===== src/rtl/mbia_pkg.sv =====
// Shared types and constants for the mirrored bus core: operation codes,
// microcode word layout, the microprogram ROM and the dispatch table.
// No dependencies; the sequencer, datapath and top level import this package.
package mbia_pkg;

  localparam int ADDR_W = 16;
  localparam int MEM_DEPTH = 65536;
  localparam int UPC_W = 5;

  typedef logic [UPC_W-1:0] upc_t;

  typedef enum logic [3:0] {
    OP_RD   = 4'd0,
    OP_WR   = 4'd1,
    OP_RD16 = 4'd2,
    OP_WR16 = 4'd3,
    OP_ADD  = 4'd4,
    OP_ZP   = 4'd5,
    OP_ZPX  = 4'd6,
    OP_ABS  = 4'd7,
    OP_ABSX = 4'd8,
    OP_INDX = 4'd9,
    OP_INDY = 4'd10
  } op_t;

  typedef enum logic [1:0] {
    MEM_NONE = 2'd0,
    MEM_RD   = 2'd1,
    MEM_WR   = 2'd2
  } mem_t;

  // Address sources. RD and RDOFF place the byte just read in page zero.
  typedef enum logic [2:0] {
    AS_BUS   = 3'd0,
    AS_BUS1  = 3'd1,
    AS_RD    = 3'd2,
    AS_RDOFF = 3'd3,
    AS_PTR1  = 3'd4,
    AS_HALF  = 3'd5,
    AS_IDX   = 3'd6
  } asrc_t;

  typedef enum logic [1:0] {
    WD_LO  = 2'd0,
    WD_HI  = 2'd1,
    WD_SUM = 2'd2
  } wsrc_t;

  typedef enum logic [1:0] {
    RS_ZERO = 2'd0,
    RS_BYTE = 2'd1,
    RS_HALF = 2'd2,
    RS_SUM  = 2'd3
  } rsel_t;

  typedef enum logic [1:0] {
    SQ_NEXT = 2'd0,
    SQ_JUMP = 2'd1,
    SQ_END  = 2'd2
  } seq_t;

  typedef struct packed {
    mem_t  mem;
    asrc_t asrc;
    wsrc_t wsrc;
    rsel_t rsel;
    logic  ld_lo;
    logic  ld_ptr;
    logic  upd_page;
    seq_t  seq;
    upc_t  target;
  } uword_t;

  // Microprogram entry points and shared tails.
  localparam upc_t UA_RD     = upc_t'(0);
  localparam upc_t UA_WR     = upc_t'(1);
  localparam upc_t UA_WR16   = upc_t'(2);
  localparam upc_t UA_RD16   = upc_t'(4);
  localparam upc_t UA_ADD    = upc_t'(7);
  localparam upc_t UA_ZP     = upc_t'(9);
  localparam upc_t UA_ZPX    = upc_t'(11);
  localparam upc_t UA_ABS    = upc_t'(13);
  localparam upc_t UA_ABSX   = upc_t'(16);
  localparam upc_t UA_INDX   = upc_t'(19);
  localparam upc_t UA_INDY   = upc_t'(23);
  localparam upc_t UA_T_BYTE = upc_t'(27);
  localparam upc_t UA_NOP    = upc_t'(28);
  localparam upc_t UA_LAST   = upc_t'(28);

  function automatic uword_t mw(mem_t m, asrc_t a, wsrc_t w, rsel_t r, logic lo,
                                logic pt, logic pg, seq_t s, upc_t t);
    uword_t u;
    u.mem      = m;
    u.asrc     = a;
    u.wsrc     = w;
    u.rsel     = r;
    u.ld_lo    = lo;
    u.ld_ptr   = pt;
    u.upd_page = pg;
    u.seq      = s;
    u.target   = t;
    return u;
  endfunction

  // One control word per step. A read issued in one step delivers its byte
  // in the next step, where it can be loaded or used as an address.
  function automatic uword_t ucode_rom(upc_t a);
    uword_t u;
    unique case (a)
      upc_t'(0):  u = mw(MEM_RD,   AS_BUS,   WD_LO,  RS_ZERO, 1'b0, 1'b0, 1'b0, SQ_JUMP, UA_T_BYTE);
      upc_t'(1):  u = mw(MEM_WR,   AS_BUS,   WD_LO,  RS_ZERO, 1'b0, 1'b0, 1'b0, SQ_END,  UA_NOP);
      upc_t'(2):  u = mw(MEM_WR,   AS_BUS,   WD_LO,  RS_ZERO, 1'b0, 1'b0, 1'b0, SQ_NEXT, UA_NOP);
      upc_t'(3):  u = mw(MEM_WR,   AS_BUS1,  WD_HI,  RS_ZERO, 1'b0, 1'b0, 1'b0, SQ_END,  UA_NOP);
      upc_t'(4):  u = mw(MEM_RD,   AS_BUS,   WD_LO,  RS_ZERO, 1'b0, 1'b0, 1'b0, SQ_NEXT, UA_NOP);
      upc_t'(5):  u = mw(MEM_RD,   AS_BUS1,  WD_LO,  RS_ZERO, 1'b1, 1'b0, 1'b0, SQ_NEXT, UA_NOP);
      upc_t'(6):  u = mw(MEM_NONE, AS_BUS,   WD_LO,  RS_HALF, 1'b0, 1'b0, 1'b0, SQ_END,  UA_NOP);
      upc_t'(7):  u = mw(MEM_RD,   AS_BUS,   WD_LO,  RS_ZERO, 1'b0, 1'b0, 1'b0, SQ_NEXT, UA_NOP);
      upc_t'(8):  u = mw(MEM_WR,   AS_BUS,   WD_SUM, RS_SUM,  1'b0, 1'b0, 1'b0, SQ_END,  UA_NOP);
      upc_t'(9):  u = mw(MEM_RD,   AS_BUS,   WD_LO,  RS_ZERO, 1'b0, 1'b0, 1'b0, SQ_NEXT, UA_NOP);
      upc_t'(10): u = mw(MEM_RD,   AS_RD,    WD_LO,  RS_ZERO, 1'b0, 1'b0, 1'b0, SQ_JUMP, UA_T_BYTE);
      upc_t'(11): u = mw(MEM_RD,   AS_BUS,   WD_LO,  RS_ZERO, 1'b0, 1'b0, 1'b0, SQ_NEXT, UA_NOP);
      upc_t'(12): u = mw(MEM_RD,   AS_RDOFF, WD_LO,  RS_ZERO, 1'b0, 1'b0, 1'b0, SQ_JUMP, UA_T_BYTE);
      upc_t'(13): u = mw(MEM_RD,   AS_BUS,   WD_LO,  RS_ZERO, 1'b0, 1'b0, 1'b0, SQ_NEXT, UA_NOP);
      upc_t'(14): u = mw(MEM_RD,   AS_BUS1,  WD_LO,  RS_ZERO, 1'b1, 1'b0, 1'b0, SQ_NEXT, UA_NOP);
      upc_t'(15): u = mw(MEM_RD,   AS_HALF,  WD_LO,  RS_ZERO, 1'b0, 1'b0, 1'b0, SQ_JUMP, UA_T_BYTE);
      upc_t'(16): u = mw(MEM_RD,   AS_BUS,   WD_LO,  RS_ZERO, 1'b0, 1'b0, 1'b0, SQ_NEXT, UA_NOP);
      upc_t'(17): u = mw(MEM_RD,   AS_BUS1,  WD_LO,  RS_ZERO, 1'b1, 1'b0, 1'b0, SQ_NEXT, UA_NOP);
      upc_t'(18): u = mw(MEM_RD,   AS_IDX,   WD_LO,  RS_ZERO, 1'b0, 1'b0, 1'b1, SQ_JUMP, UA_T_BYTE);
      upc_t'(19): u = mw(MEM_RD,   AS_BUS,   WD_LO,  RS_ZERO, 1'b0, 1'b0, 1'b0, SQ_NEXT, UA_NOP);
      upc_t'(20): u = mw(MEM_RD,   AS_RDOFF, WD_LO,  RS_ZERO, 1'b0, 1'b1, 1'b0, SQ_NEXT, UA_NOP);
      upc_t'(21): u = mw(MEM_RD,   AS_PTR1,  WD_LO,  RS_ZERO, 1'b1, 1'b0, 1'b0, SQ_NEXT, UA_NOP);
      upc_t'(22): u = mw(MEM_RD,   AS_HALF,  WD_LO,  RS_ZERO, 1'b0, 1'b0, 1'b0, SQ_JUMP, UA_T_BYTE);
      upc_t'(23): u = mw(MEM_RD,   AS_BUS,   WD_LO,  RS_ZERO, 1'b0, 1'b0, 1'b0, SQ_NEXT, UA_NOP);
      upc_t'(24): u = mw(MEM_RD,   AS_RD,    WD_LO,  RS_ZERO, 1'b0, 1'b1, 1'b0, SQ_NEXT, UA_NOP);
      upc_t'(25): u = mw(MEM_RD,   AS_PTR1,  WD_LO,  RS_ZERO, 1'b1, 1'b0, 1'b0, SQ_NEXT, UA_NOP);
      upc_t'(26): u = mw(MEM_RD,   AS_IDX,   WD_LO,  RS_ZERO, 1'b0, 1'b0, 1'b1, SQ_JUMP, UA_T_BYTE);
      upc_t'(27): u = mw(MEM_NONE, AS_BUS,   WD_LO,  RS_BYTE, 1'b0, 1'b0, 1'b0, SQ_END,  UA_NOP);
      default:    u = mw(MEM_NONE, AS_BUS,   WD_LO,  RS_ZERO, 1'b0, 1'b0, 1'b0, SQ_END,  UA_NOP);
    endcase
    return u;
  endfunction

  function automatic upc_t entry(logic [3:0] op);
    upc_t e;
    unique case (op)
      OP_RD:   e = UA_RD;
      OP_WR:   e = UA_WR;
      OP_RD16: e = UA_RD16;
      OP_WR16: e = UA_WR16;
      OP_ADD:  e = UA_ADD;
      OP_ZP:   e = UA_ZP;
      OP_ZPX:  e = UA_ZPX;
      OP_ABS:  e = UA_ABS;
      OP_ABSX: e = UA_ABSX;
      OP_INDX: e = UA_INDX;
      OP_INDY: e = UA_INDY;
      default: e = UA_NOP;
    endcase
    return e;
  endfunction

endpackage


===== src/rtl/mbia_seq.sv =====
// Microcode sequencer: step counter, control ROM lookup and jumps.
// Depends on mbia_pkg for the control word layout and the microprogram.
module mbia_seq (
  input  logic            clk,
  input  logic            rst_n,
  input  logic            start,
  input  logic [3:0]      start_op,
  input  logic            out_free,
  output mbia_pkg::uword_t uw,
  output logic            fire,
  output logic            busy
);
  import mbia_pkg::*;

  logic busy_r, busy_nxt;
  upc_t upc_r, upc_nxt;

  assign uw   = ucode_rom(upc_r);
  // A final step waits until the result register can take the word.
  assign fire = busy_r && ((uw.seq != SQ_END) || out_free);
  assign busy = busy_r;

  always_comb begin
    busy_nxt = busy_r;
    upc_nxt  = upc_r;
    if (start) begin
      busy_nxt = 1'b1;
      upc_nxt  = entry(start_op);
    end else if (fire) begin
      unique case (uw.seq)
        SQ_NEXT: upc_nxt = upc_t'(upc_r + 1'b1);
        SQ_JUMP: upc_nxt = uw.target;
        SQ_END:  busy_nxt = 1'b0;
        default: busy_nxt = 1'b0;
      endcase
    end
  end

  always_ff @(posedge clk) begin
    if (!rst_n) begin
      busy_r <= 1'b0;
      upc_r  <= UA_NOP;
    end else begin
      busy_r <= busy_nxt;
      upc_r  <= upc_nxt;
    end
  end

  a_start_idle: assert property (@(posedge clk) disable iff (!rst_n)
    start |-> !busy_r) else $error("new word started while sequencer busy");
  a_end_frees: assert property (@(posedge clk) disable iff (!rst_n)
    (fire && uw.seq == SQ_END && !start) |=> !busy_r)
    else $error("sequencer still busy after final step");
  a_upc_range: assert property (@(posedge clk) disable iff (!rst_n)
    busy_r |-> (upc_r <= UA_LAST)) else $error("step counter outside microprogram");

endmodule


===== config.mk =====
export PLATFORM = sky130hd
export DESIGN_NAME = mbia_seq
export DESIGN_NICKNAME = d
export VERILOG_FILES = /design/src/rtl/mbia_pkg.sv /design/src/rtl/mbia_seq.sv
export SDC_FILE = /design/constraint.sdc
export NUM_CORES = 1
export LEC_CHECK = 0
export BUFFER_PORTS_ARGS = -buffer_cell sky130_fd_sc_hd__buf_2
export CORE_UTILIZATION = 54
export CTS_CLUSTER_SIZE = 24
export DETAILED_ROUTE_END_ITERATION = 8
export PLACE_DENSITY = 0.79
export SYNTH_ARGS = -nofsm -noshare
export SYNTH_HDL_FRONTEND = slang
export SYNTH_SLANG_ARGS = --single-unit

===== constraint.sdc =====
create_clock -name clk -period 3.1 [get_ports clk]
set_clock_uncertainty 0.15 [all_clocks]
set_input_delay 0.465 -clock clk [delete_from_list [all_inputs] [get_ports clk]]
set_output_delay 0.465 -clock clk [all_outputs]
set_load 0.05 [all_outputs]

==> run summary <==
Layout Utilization - 63.28%
Crit path arrival time - 2.89 ns
Synth Warn # - 0
ys async rst share - 0%
core area - 2477 um^2
Critical Path Stages - 9
buffer and inverter count on the worst path - 1
Syn Std Cell Area - 1409 um^2
Final Hold Violating Endpoints - 0
CTS tree - yes
Die Height - 53.08 um
Max Freq - 354.3 MHz
hold crit path type - in -> reg
final period utilization - 91.04%
status - finished, final reports clean
drt first pass iters - 4
DP Cell Count - 209
Setup Buffers After CTS - 0
switching power - 288.0 uW
hold_ws - 0.3363 ns
CP endpoint kind - flop
clock share of power - 18.6%
WHS Path Cells - 2
most used cell, CP - nor2b_1
num ports - 29
RSZ-0062 raised after global routing - false
Max Cap Violations - 0
non-filler cells, final - 213
# DRC - 0
initial antenna violation count - 0
worst path required time - 3.17 ns
gr ovfl total - 0
worst reg-to-reg path cell count - 9
sw frac - 40.37%
crit path launch type - flop
initial core utilization - 56.87%
Cells after Synth - 158
CTS Hold Bufs - 0
Crit path max-delay family - simple AND/OR/NAND/NOR gates
Crit-path slowest cell - nor2b_1
overall routed net length - 3.186 mm
largest net degree at the start of global routing - 18
top_reg_cell synth - dfxtp_1
min cycle time layout - 2.822 ns
Reg clk slew, reported paths - 0.11 ns
combinational power share - 38.0%
PwrDens - 455.1 nW/um^2
leakage power - 0.0007171 uW
Sequential Power Share - 43.4%
final setup TNS - 0 ns
Die W - 53.08 um
Routed Antenna Nets - 0
number of global-route vias before repair - 1,143
Finish-stage setup viols - 0
Tot GR Track Use - 26.29%
CTS H-tree depth - 1
layout cell share with drive strength beyond 1 - 25.68%
max-slew violations - 0
Layout Nets - 205
cts repair resizes - 0
internal power - 425.4 uW
CP peak stage delay - 0.45 ns
FILL cells - 213
port bufs - 26
Yosys cell types - 54
sequential-to-total area share from yosys stat - 29.84%
crit path cell chain - nor2b_1, nor3_1, a211oi_1, a21oi_1, nor2b_1, inv_1, ha_1, and2_1, a221o_1
clk_lat worst skew - 0.31 ns
DRT iter0 DRCs - 49
# rows - 18
routability-driven placement congestion ratio - 0.8840
via/cell ratio - 6.099
diode count - 0
Mean Syn Cell Area - 8.917 um^2
CTS buffer count - 3
Root Buffer - clkbuf_4
Setup CP Type - reg -> reg
DR vias - 1,299
CP max FO - 7
Yosys reg bits - 21
Worst VDD drop - 0.4129 mV
per-cell routed wire length - 14.96 um
CTS sink count - 21
Post-synth EDFFs - 0
DP HPWL - 2.406 mm
first-pass GRT wire length - 5.237 mm
Die ar. - 2817 um^2
area grow syn2layout - 11.28%
Max Root-Sink Buffers - 2
-- power groups by stage --
stage | clock, uW | combinational, uW | sequential (uW)
2_1_floorplan | 0 | 154 | 374
3_3_place_gp | 0 | 262 | 314
3_5_place_dp | 0 | 268 | 316
4_1_cts | 136 | 270 | 310
5_1_grt | 147 | 293 | 313
6_report | 133 | 271 | 310
-- sequential cells by signal, summed over array words and instances, names as in the netlist --
register and count:
uw 15, upc_r 5, busy 1
-- cell usage in the layout, fill, tap and decap left out, types with 2 or more instances in the layout --
cell type  count
a311oi_1       2
nand4_1        3
inv_2          2
nand3_1       12
mux2i_1        3
a211oi_1       2
nand2b_1       2
ha_1          13
nor2_1         8
a21oi_1        9
buf_4          4
clkbuf_4       3
nor2b_1        8
dfxtp_1       21
nor3_1         3
nand2_1        2
o211ai_1       3
conb_1         2
and3_1         4
and2_1         3
o31ai_1        2
o21ai_0        9
o211a_1        2
buf_2         26
o21ai_1        2
inv_1          6
-- through the flow --
stage               instance area (um^2)  worst slack (ns)  total power [uW]
floorplan                           1413            0.2950             528.1
global placement                    1540            0.1896             576.4
detailed placement                  1540            0.1005             584.3
CTS                                 1568            0.3292             715.7
global route                        1568           0.05967             753.3
finish                              1568            0.2778             713.4
-- area by class of cell --
class / instances / area, um^2 / share of cell area, %
inverters: 9 / 33.78 / 2.155
clock inverters: 1 / 5.005 / 0.3192
well taps: 30 / 37.54 / 2.394
clock buffers: 3 / 22.52 / 1.437
repair buffers: 30 / 160.2 / 10.22
flip-flops and latches: 21 / 420.4 / 26.82
multi-input cells: 119 / 888.4 / 56.66
-- logic make-up after synthesis --
kind of cell	after synthesis	synth area share, %
fa+ha+maj	13	11.55
compound gates	41	22.03
xor+xnor	2	1.244
simple gates	56	23.71
flops	21	29.84
buf+inv	19	7.371
other cells	1	0.2662
mux	5	3.996
-- metal layers --
metal  track usage (%)  part of all wire [%]  vias up
met5                 0                     0        -
met4             12.72                   2.1        0
met3             7.759                   5.8        9
met2             43.88                    49       59
met1             30.31                    43      610
li1                  -                     -      621
-- Yosys cell counts, drive strengths merged, types with 2 or more instances --
master  count  area share (%)
a211oi      3             2.0
a21oi       9             3.2
a311oi      2             1.2
and2        3             1.3
and3        4             1.8
buf         9             4.7
dfxtp      21              30
ha         13              12
inv         8             2.1
mux2        2             1.9
mux2i       3             2.1
nand2       3            0.98
nand2b      2            0.89
nand3      13             5.5
nand4       3             1.3
nor2        9             2.6
nor2b       8             3.6
nor3        4             1.8
o211a       2             1.4
o211ai      3             1.6
o21ai      12             4.5
o31ai       2             1.1
-- worst paths after layout --
| kind | end | from | slack [ns] |
|---|---|---|---|
| hold reg to reg | busy$_SDFFE_PN0P_ | busy$_SDFFE_PN0P_ | 0.42 |
| hold / removal | busy$_SDFFE_PN0P_ | rst_n | 0.34 |
| setup reg to reg | uw[5]$_DFF_P_ | uw[5]$_DFF_P_ | 0.28 |
| setup / recovery | uw[5]$_DFF_P_ | uw[5]$_DFF_P_ | 0.28 |
-- worst register-to-register path: stages (launching register included) --
cell and delay (ns):
dfxtp_1 0.43, nor2b_1 0.45, nor3_1 0.10, a211oi_1 0.25, a21oi_1 0.09, nor2b_1 0.31
inv_1 0.17, ha_1 0.29, and2_1 0.17, a221o_1 0.33
No activity file was read; power rests on OpenSTA's default activity.
